[config.mk]
export PLATFORM = sky130hd
export DESIGN_NAME = dual_ultrasonic_echo_ranger
export DESIGN_NICKNAME = d
export VERILOG_FILES = /design/src/sv/duer_pkg.sv /design/src/sv/duer_fold.sv /design/src/sv/dual_ultrasonic_echo_ranger.sv
export SDC_FILE = /design/constraint.sdc
export NUM_CORES = 2
export LEC_CHECK = 0
export BUFFER_PORTS_ARGS = -buffer_cell sky130_fd_sc_hd__buf_2
export CAP_MARGIN = 20
export CORE_MARGIN = 3
export CORE_UTILIZATION = 60
export CTS_CLUSTER_SIZE = 25
export DETAILED_ROUTE_END_ITERATION = 8
export PLACE_DENSITY_LB_ADDON = 0.12
export RECOVER_POWER = 25
export SLEW_MARGIN = 0
export SYNTH_ARGS = -nofsm -noshare
export SYNTH_HDL_FRONTEND = slang
export SYNTH_SLANG_ARGS = --single-unit
[constraint.sdc]
create_clock -name clk -period 10.5 [get_ports clk]
set_input_delay 0 -clock clk [delete_from_list [all_inputs] [get_ports clk]]
set_output_delay 0 -clock clk [all_outputs]
set_load 0.01 [all_outputs]
[src/sv/duer_pkg.sv]
// Shared types and constants for the dual ultrasonic echo ranger.
// No dependencies; imported by duer_fold, the top level and the bench.
package duer_pkg;

  localparam int CHANNELS  = 2;
  localparam int CH_W      = 1;
  localparam int TIMEOUT_W = 17;
  localparam int MM_W      = 16;
  localparam int CNT_W     = 32;
  localparam int ADDR_W    = 5;

  // 0.1715 mm/us in unsigned Q16
  localparam logic [13:0] MM_PER_US_Q16 = 14'd11239;

  localparam logic [TIMEOUT_W-1:0] ECHO_TIMEOUT_RST = 17'd25000;
  localparam logic [MM_W-1:0]      MIN_VALID_RST    = 16'd20;
  localparam logic [MM_W-1:0]      MAX_VALID_RST    = 16'd4000;
  localparam logic [15:0]          STALE_RST        = 16'd300;
  localparam logic [15:0]          PERIOD_RST       = 16'd60;

  typedef enum logic [2:0] {
    REG_ECHO_TIMEOUT  = 3'd0,
    REG_MIN_VALID     = 3'd1,
    REG_MAX_VALID     = 3'd2,
    REG_STALE_TIMEOUT = 3'd3,
    REG_CYCLE_PERIOD  = 3'd4
  } reg_idx_t;

  typedef struct packed {
    logic [TIMEOUT_W-1:0] echo_timeout;
    logic [MM_W-1:0]      min_mm;
    logic [MM_W-1:0]      max_mm;
  } fold_cfg_t;

  typedef struct packed {
    logic            consumed;
    logic            good;
    logic [MM_W-1:0] mm;
  } fold_res_t;

endpackage

[src/sv/duer_fold.sv]
// Per-channel width-to-distance conversion and validity check.
// Depends on duer_pkg.
module duer_fold (
  input  logic [31:0]         width_i,
  input  logic                ready_i,
  input  duer_pkg::fold_cfg_t cfg_i,
  output duer_pkg::fold_res_t res_o
);
  import duer_pkg::*;

  logic [30:0]     prod;
  logic [MM_W-1:0] mm;
  logic            in_range;

  // a width that passes the timeout check fits in 17 bits
  assign prod     = {14'b0, width_i[TIMEOUT_W-1:0]} * {17'b0, MM_PER_US_Q16};
  assign mm       = {1'b0, prod[30:16]};
  assign in_range = (width_i != 32'd0) && (width_i <= {15'b0, cfg_i.echo_timeout});

  always_comb begin
    res_o.consumed = ready_i;
    res_o.mm       = mm;
    res_o.good     = ready_i && in_range && (mm != '0) &&
                     (mm >= cfg_i.min_mm) && (mm <= cfg_i.max_mm);
  end

endmodule

[src/sv/dual_ultrasonic_echo_ranger.sv]
// Top level of the dual ultrasonic echo ranger: input stage, channel state,
// update logic, result register and APB-style configuration registers.
// Depends on duer_pkg and duer_fold.
//
//   channel  handshake            payload
//   in       in_valid / in_stall  op, channel, level, time_us, now_ms
//   out      out_valid/ out_stall left/right mm+ok, any_ok, fire_ping, counters
//   cfg      psel/penable/pwrite  paddr[4:2] selects register, pwdata/prdata
//
// One transaction per clock: an item is registered in the input stage, then applied
// to the channel state; an update loads the result register along with it.
// Edge items never wait. An update waits in the input stage only while the
// result register is full and stalled, which then stalls the input.
// Reset (synchronous, rst_n low) clears the valid flags, channel state and counters and loads register defaults.
module dual_ultrasonic_echo_ranger (
  input  logic                       clk,
  input  logic                       rst_n,
  input  logic                       in_valid,
  output logic                       in_stall,
  input  logic                       in_op,
  input  logic                       in_channel,
  input  logic                       in_level,
  input  logic [31:0]                in_time_us,
  input  logic [31:0]                in_now_ms,
  output logic                       out_valid,
  input  logic                       out_stall,
  output logic [15:0]                out_left_mm,
  output logic                       out_left_ok,
  output logic [15:0]                out_right_dist,
  output logic                       out_right_ok,
  output logic                       out_any_ok,
  output logic                       out_fire_ping,
  output logic [31:0]                out_left_echoes,
  output logic [31:0]                out_right_echoes,
  output logic [31:0]                out_left_misses,
  output logic [31:0]                out_right_misses,
  output logic [31:0]                out_ping_count,
  output logic [31:0]                out_reading_time_ms,
  input  logic                       psel,
  input  logic                       penable,
  input  logic                       pwrite,
  input  logic [duer_pkg::ADDR_W-1:0] paddr,
  input  logic [31:0]                pwdata,
  output logic [31:0]                prdata,
  output logic                       pready
);
  import duer_pkg::*;

  // configuration
  logic [TIMEOUT_W-1:0] timeout_r;
  logic [MM_W-1:0]      min_r, max_r;
  logic [15:0]          stale_r, period_r;
  logic                 cfg_wr;
  reg_idx_t             cfg_idx;
  fold_cfg_t            fcfg;

  // input stage
  logic             s1_valid_r, s1_valid_nxt;
  logic             s1_op_r, s1_ch_r, s1_level_r;
  logic [31:0]      s1_time_r, s1_now_r;
  logic             in_acc, s1_go, s1_upd, s1_edge;

  // channel state
  logic [31:0]      rise_r   [CHANNELS];
  logic [31:0]      rise_nxt [CHANNELS];
  logic [31:0]      width_r  [CHANNELS];
  logic [31:0]      width_nxt[CHANNELS];
  logic [CHANNELS-1:0] ready_r, ready_nxt;
  logic [MM_W-1:0]  dist_r   [CHANNELS];
  logic [MM_W-1:0]  dist_nxt [CHANNELS];
  logic [CHANNELS-1:0] dok_r, dok_nxt, dok_fold;
  logic [CNT_W-1:0] echo_r   [CHANNELS];
  logic [CNT_W-1:0] echo_nxt [CHANNELS];
  logic [CNT_W-1:0] miss_r   [CHANNELS];
  logic [CNT_W-1:0] miss_nxt [CHANNELS];
  logic [31:0]      last_rd_r, last_rd_nxt, last_rd_fold;
  logic [31:0]      last_ping_r, last_ping_nxt;
  logic [CNT_W-1:0] pings_r, pings_nxt;
  fold_res_t        fres [CHANNELS];
  logic             stale, fire;
  logic [31:0]      rd_age, ping_age;

  // result register
  logic             out_valid_r, out_valid_nxt, out_load;
  logic             fire_r;

  // ---------------- configuration port ----------------
  assign pready  = 1'b1;
  assign cfg_wr  = psel && penable && pwrite;
  assign cfg_idx = reg_idx_t'(paddr[4:2]);

  assign fcfg.echo_timeout = timeout_r;
  assign fcfg.min_mm       = min_r;
  assign fcfg.max_mm       = max_r;

  always_ff @(posedge clk) begin
    if (!rst_n) begin
      timeout_r <= ECHO_TIMEOUT_RST;
      min_r     <= MIN_VALID_RST;
      max_r     <= MAX_VALID_RST;
      stale_r   <= STALE_RST;
      period_r  <= PERIOD_RST;
    end else if (cfg_wr) begin
      unique case (cfg_idx)
        REG_ECHO_TIMEOUT:  timeout_r <= pwdata[TIMEOUT_W-1:0];
        REG_MIN_VALID:     min_r     <= pwdata[MM_W-1:0];
        REG_MAX_VALID:     max_r     <= pwdata[MM_W-1:0];
        REG_STALE_TIMEOUT: stale_r   <= pwdata[15:0];
        REG_CYCLE_PERIOD:  period_r  <= pwdata[15:0];
        default: ;
      endcase
    end
  end

  always_comb begin
    unique case (cfg_idx)
      REG_ECHO_TIMEOUT:  prdata = {15'b0, timeout_r};
      REG_MIN_VALID:     prdata = {16'b0, min_r};
      REG_MAX_VALID:     prdata = {16'b0, max_r};
      REG_STALE_TIMEOUT: prdata = {16'b0, stale_r};
      REG_CYCLE_PERIOD:  prdata = {16'b0, period_r};
      default:           prdata = 32'd0;
    endcase
  end

  // ---------------- input stage handshake ----------------
  assign s1_go    = s1_valid_r && (!s1_op_r || !out_valid_r || !out_stall);
  assign in_stall = s1_valid_r && !s1_go;
  assign in_acc   = in_valid && !in_stall;
  assign s1_upd   = s1_go && s1_op_r;
  assign s1_edge  = s1_go && !s1_op_r;

  always_comb begin
    s1_valid_nxt = s1_valid_r;
    if (in_acc) begin
      s1_valid_nxt = 1'b1;
    end else if (s1_go) begin
      s1_valid_nxt = 1'b0;
    end
  end

  always_ff @(posedge clk) begin
    if (!rst_n) begin
      s1_valid_r <= 1'b0;
    end else begin
      s1_valid_r <= s1_valid_nxt;
    end
  end

  always_ff @(posedge clk) begin
    if (in_acc) begin
      s1_op_r    <= in_op;
      s1_ch_r    <= in_channel;
      s1_level_r <= in_level;
      s1_time_r  <= in_time_us;
      s1_now_r   <= in_now_ms;
    end
  end

  // ---------------- per-channel conversion ----------------
  for (genvar g = 0; g < CHANNELS; g++) begin : g_fold
    duer_fold u_fold (
      .width_i (width_r[g]),
      .ready_i (ready_r[g]),
      .cfg_i   (fcfg),
      .res_o   (fres[g])
    );
  end

  // ---------------- update logic ----------------
  always_comb begin
    for (int ch = 0; ch < CHANNELS; ch++) begin
      dok_fold[ch] = fres[ch].consumed ? fres[ch].good : dok_r[ch];
    end
    last_rd_fold = last_rd_r;
    if (fres[0].consumed || fres[1].consumed) begin
      last_rd_fold = s1_now_r;
    end
    rd_age   = s1_now_r - last_rd_fold;
    ping_age = s1_now_r - last_ping_r;
    stale    = rd_age > {16'b0, stale_r};
    fire     = (last_ping_r == 32'd0) || (ping_age >= {16'b0, period_r});
  end

  always_comb begin
    ready_nxt     = ready_r;
    dok_nxt       = dok_r;
    last_rd_nxt   = last_rd_r;
    last_ping_nxt = last_ping_r;
    pings_nxt     = pings_r;
    for (int ch = 0; ch < CHANNELS; ch++) begin
      rise_nxt[ch]  = rise_r[ch];
      width_nxt[ch] = width_r[ch];
      dist_nxt[ch]  = dist_r[ch];
      echo_nxt[ch]  = echo_r[ch];
      miss_nxt[ch]  = miss_r[ch];
      if (s1_edge && (s1_ch_r == CH_W'(ch))) begin
        if (s1_level_r) begin
          rise_nxt[ch] = s1_time_r;
        end else begin
          width_nxt[ch] = s1_time_r - rise_r[ch];
          ready_nxt[ch] = 1'b1;
        end
      end
      if (s1_upd) begin
        dok_nxt[ch] = dok_fold[ch] && !stale;
        if (fres[ch].consumed) begin
          ready_nxt[ch] = 1'b0;
          echo_nxt[ch]  = echo_r[ch] + 32'd1;
          if (fres[ch].good) begin
            dist_nxt[ch] = fres[ch].mm;
          end else begin
            miss_nxt[ch] = miss_r[ch] + 32'd1;
          end
        end
      end
    end
    if (s1_upd) begin
      last_rd_nxt = last_rd_fold;
      if (fire) begin
        last_ping_nxt = s1_now_r;
        pings_nxt     = pings_r + 32'd1;
      end
    end
  end

  always_ff @(posedge clk) begin
    if (!rst_n) begin
      ready_r     <= '0;
      dok_r       <= '0;
      last_rd_r   <= '0;
      last_ping_r <= '0;
      pings_r     <= '0;
      for (int ch = 0; ch < CHANNELS; ch++) begin
        rise_r[ch]  <= '0;
        width_r[ch] <= '0;
        dist_r[ch]  <= '0;
        echo_r[ch]  <= '0;
        miss_r[ch]  <= '0;
      end
    end else begin
      ready_r     <= ready_nxt;
      dok_r       <= dok_nxt;
      last_rd_r   <= last_rd_nxt;
      last_ping_r <= last_ping_nxt;
      pings_r     <= pings_nxt;
      for (int ch = 0; ch < CHANNELS; ch++) begin
        rise_r[ch]  <= rise_nxt[ch];
        width_r[ch] <= width_nxt[ch];
        dist_r[ch]  <= dist_nxt[ch];
        echo_r[ch]  <= echo_nxt[ch];
        miss_r[ch]  <= miss_nxt[ch];
      end
    end
  end

  // ---------------- result register ----------------
  assign out_load      = s1_upd;
  assign out_valid_nxt = out_load || (out_valid_r && out_stall);

  always_ff @(posedge clk) begin
    if (!rst_n) begin
      out_valid_r <= 1'b0;
    end else begin
      out_valid_r <= out_valid_nxt;
    end
  end

  always_ff @(posedge clk) begin
    if (out_load) begin
      out_left_mm         <= dist_nxt[0];
      out_left_ok         <= dok_nxt[0];
      out_right_dist      <= dist_nxt[1];
      out_right_ok        <= dok_nxt[1];
      out_any_ok          <= |dok_nxt;
      fire_r              <= fire;
      out_left_echoes     <= echo_nxt[0];
      out_right_echoes    <= echo_nxt[1];
      out_left_misses     <= miss_nxt[0];
      out_right_misses    <= miss_nxt[1];
      out_ping_count      <= pings_nxt;
      out_reading_time_ms <= last_rd_nxt;
    end
  end

  assign out_valid     = out_valid_r;
  assign out_fire_ping = fire_r;

endmodule

==> impl_metrics.tcl <==
set metrics [dict create \
    hpwl_um 98700 \
    drv_cap 0 \
    status "complete, no violations" \
    ys_ff_latch 766 \
    start_util 0.610 \
    critPathRequiredTime_ns 11.00 \
    io_buffer_count 340 \
    vias 38994 \
    worst_path_max_delay_cell "dfxtp_1" \
    leakagePower_nw 24.1 \
    grt_setup_unrepaired "false" \
    crit_top_cell "fa_1" \
    gp_congestion 0.968 \
    setup_tns_ns 0 \
    drt_iter0_markers 2974 \
    drive_above_1_share 0.0617 \
    num_rows 104 \
    worstSetupPathType "flop to flop" \
    cts_buffers 80 \
    syn_area_mm2 0.0495 \
    clk-insertion-delay-late_ns 0.64 \
    path_max_fanout 12 \
    cts-hold-fix-buffers 88 \
    dr.pass1.iters 8 \
    cts_setup_buffers 0 \
    design_area_mm2 0.0555 \
    cts_resized 0 \
    synthTopCellsByCount "582 x nand2_1, 557 x inv_1, 501 x ha_1" \
    setup_viol 0 \
    synthCells 5231 \
    fp.dieH_um 293 \
    route.detailed.drc 0 \
    power.density_mw_per_mm2 127 \
    relSlewSlack 0.212 \
    arrival_ns 9.95 \
    placed_area_mm2 0.0522 \
    fin_crit_ns 9.45 \
    ys_dominant_reg_cell "dfxtp_1" \
    numClockSinks 766 \
    synth_top_area_frac 0.190 \
    setup_ws_ns 1.05 \
    synth_edf_count 295 \
    async_reset_ff_frac 0 \
    antenna_found_initial 9 \
    finalHoldViolations 0 \
    overflow 0 \
    grt.total_usage 0.299 \
    setup.worst_path.start_class "flop" \
    synth-warning-count 0 \
    critPathMaxStageDelay_ns 0.76 \
    tritoncts "built" \
    finalWirelength_um 131000 \
    via_per_inst 5.79 \
    wire_per_inst_um 19.4 \
    slew_violations 0 \
    cts_max_level 3 \
    core_mm2 0.0812 \
    ir_worst_vdd_mv 0.130 \
    grt_max_degree 158 \
    cts_root_buf "clkbuf_16" \
    synthToLayoutAreaGrowth_pct 12.1 \
    final_nets 6437 \
    finClkSkew_ns 0.0318 \
    fillerInstances 6596 \
    clk_pin_slew_worst_paths_ns 0.06 \
    worstSetupEndpointType "flop" \
    timing.fmax_mhz 106 \
    hp-class "primary input to flop" \
    worst_slew_pin_slew_ns 1.17 \
    synth.avg_cell_area_um2 9.47 \
    cts_buffer_depth 3 \
    yosysUniqueCellTypes 90 \
    die_area_mm2 0.0861 \
    final_util 0.684 \
    finalCritPeriodShare 0.900 \
    grt_pass1_vias 37673 \
    synth.area.top_cells "dfxtp_1 19%, edfxtp_1 18%, ha_1 13%" \
    hold_slack_ns 0.0680 \
    ios 374 \
    place_ws_ns 1.16 \
    grt_first_pass_wirelength_um 205000 \
    die_w_um 293 \
    synth_top_area_cell "dfxtp_1" \
    synth.most_common_cell "nand2_1" \
    ant_nets 0 \
    seq_area_frac_synth 0.369 \
]
layout by cell type, fill, tap and decap left out, types with 34 or more instances in the layout:
cell type      count
fa_1             222
dfxtp_1          471
xnor2_1          170
or3_1             38
nand3_1          160
clkbuf_16         83
o211ai_1          53
nand2_1          582
nor3_1            43
mux2i_1           85
buf_4             46
dlygate4sd3_1     88
nand4_1           85
inv_1            556
clkbuf_1         247
and3_1            74
edfxtp_1         295
ha_1             501
buf_2            106
and2_1           196
a21o_1           111
o21ai_0          172
nor2_1           188
nand2b_1          66
xor2_1            79
a21oi_1          414
nor4_1            34
nor2b_1           42
worst max-delay path, delay by kind of cell, from the launching register on:
kind	cells	cell delay, ns
buf+inv	4	0.19
compound gates	7	2.06
fa+ha+maj	8	3.77
simple gates	8	1.90
xor+xnor	1	0.27
flops	1	0.76
mux	1	0.36
path summary, 6_finish.rpt:
path | startpoint | endpoint | slack, ns | depth (start not counted)
worst max-delay path | width_r[0][37]$_SDFFE_PN0P_ | miss_r[0][33]$_SDFF_PN0_ | 1.05 | 29
worst min-delay path | in_time_us[27] | s1_time_r[27]$_DFFE_PP_ | 0.07 | 2
worst max register to register | width_r[0][37]$_SDFFE_PN0P_ | miss_r[0][33]$_SDFF_PN0_ | 1.05 | 29
worst min register to register | width_r[0][22]$_SDFFE_PN0P_ | width_r[0][22]$_SDFFE_PN0P_ | 0.45 | 2
final cells by class:
type	instances	area [µm²]	share of cell area
Inverter	558	2110	0.0380
Antenna cell	6	15.0	0.000270
Clock inverter	43	450	0.00811
Tap cell	1060	1330	0.0239
Timing Repair Buffer	475	2670	0.0481
Multi-Input combinational cell	3722	28400	0.512
Clock buffer	106	2250	0.0406
Sequential cell	766	18300	0.329
state kept, by name (all words and copies together) (netlist names), 64 cells and up:
| register | flops |
|---|---|
| echo_r | 64 |
| miss_r | 64 |
| rise_r | 64 |
| width_r | 64 |
report_power, final:
part           switching, mW  internal [mW]
registers             0.0523           3.14
clock network           1.23           1.68
logic                  0.580          0.374
total                   1.86           5.19
layer usage:
layer | vias to the layer above | part of all wire | global-route usage
li1 | 18827 | - | -
met1 | 18658 | 0.43 | 0.412
met2 | 1231 | 0.46 | 0.481
met3 | 270 | 0.065 | 0.0401
met4 | 8 | 0.042 | 0.120
met5 | - | 0.00036 | 0
cells by family (layout without fill, tap and decap cells):
family          count (synthesis)  in the layout  synth area share
flops                         766            766             0.369
mux                           115            115            0.0240
other cells                     2             22          0.000152
fa+ha+maj                     723            723             0.216
compound gates               1006           1006             0.124
xor+xnor                      249            249            0.0440
simple gates                 1613           1613             0.163
buf+inv                       757           1182            0.0592
through the flow:
stage               std cells  power (mW)
floorplan                5245        3.90
global placement         6492        4.16
detailed placement       6492        4.17
CTS                      6729        7.09
global route             6731        7.33
finish                   6736        7.05
Power figures use the tool's default switching activity.
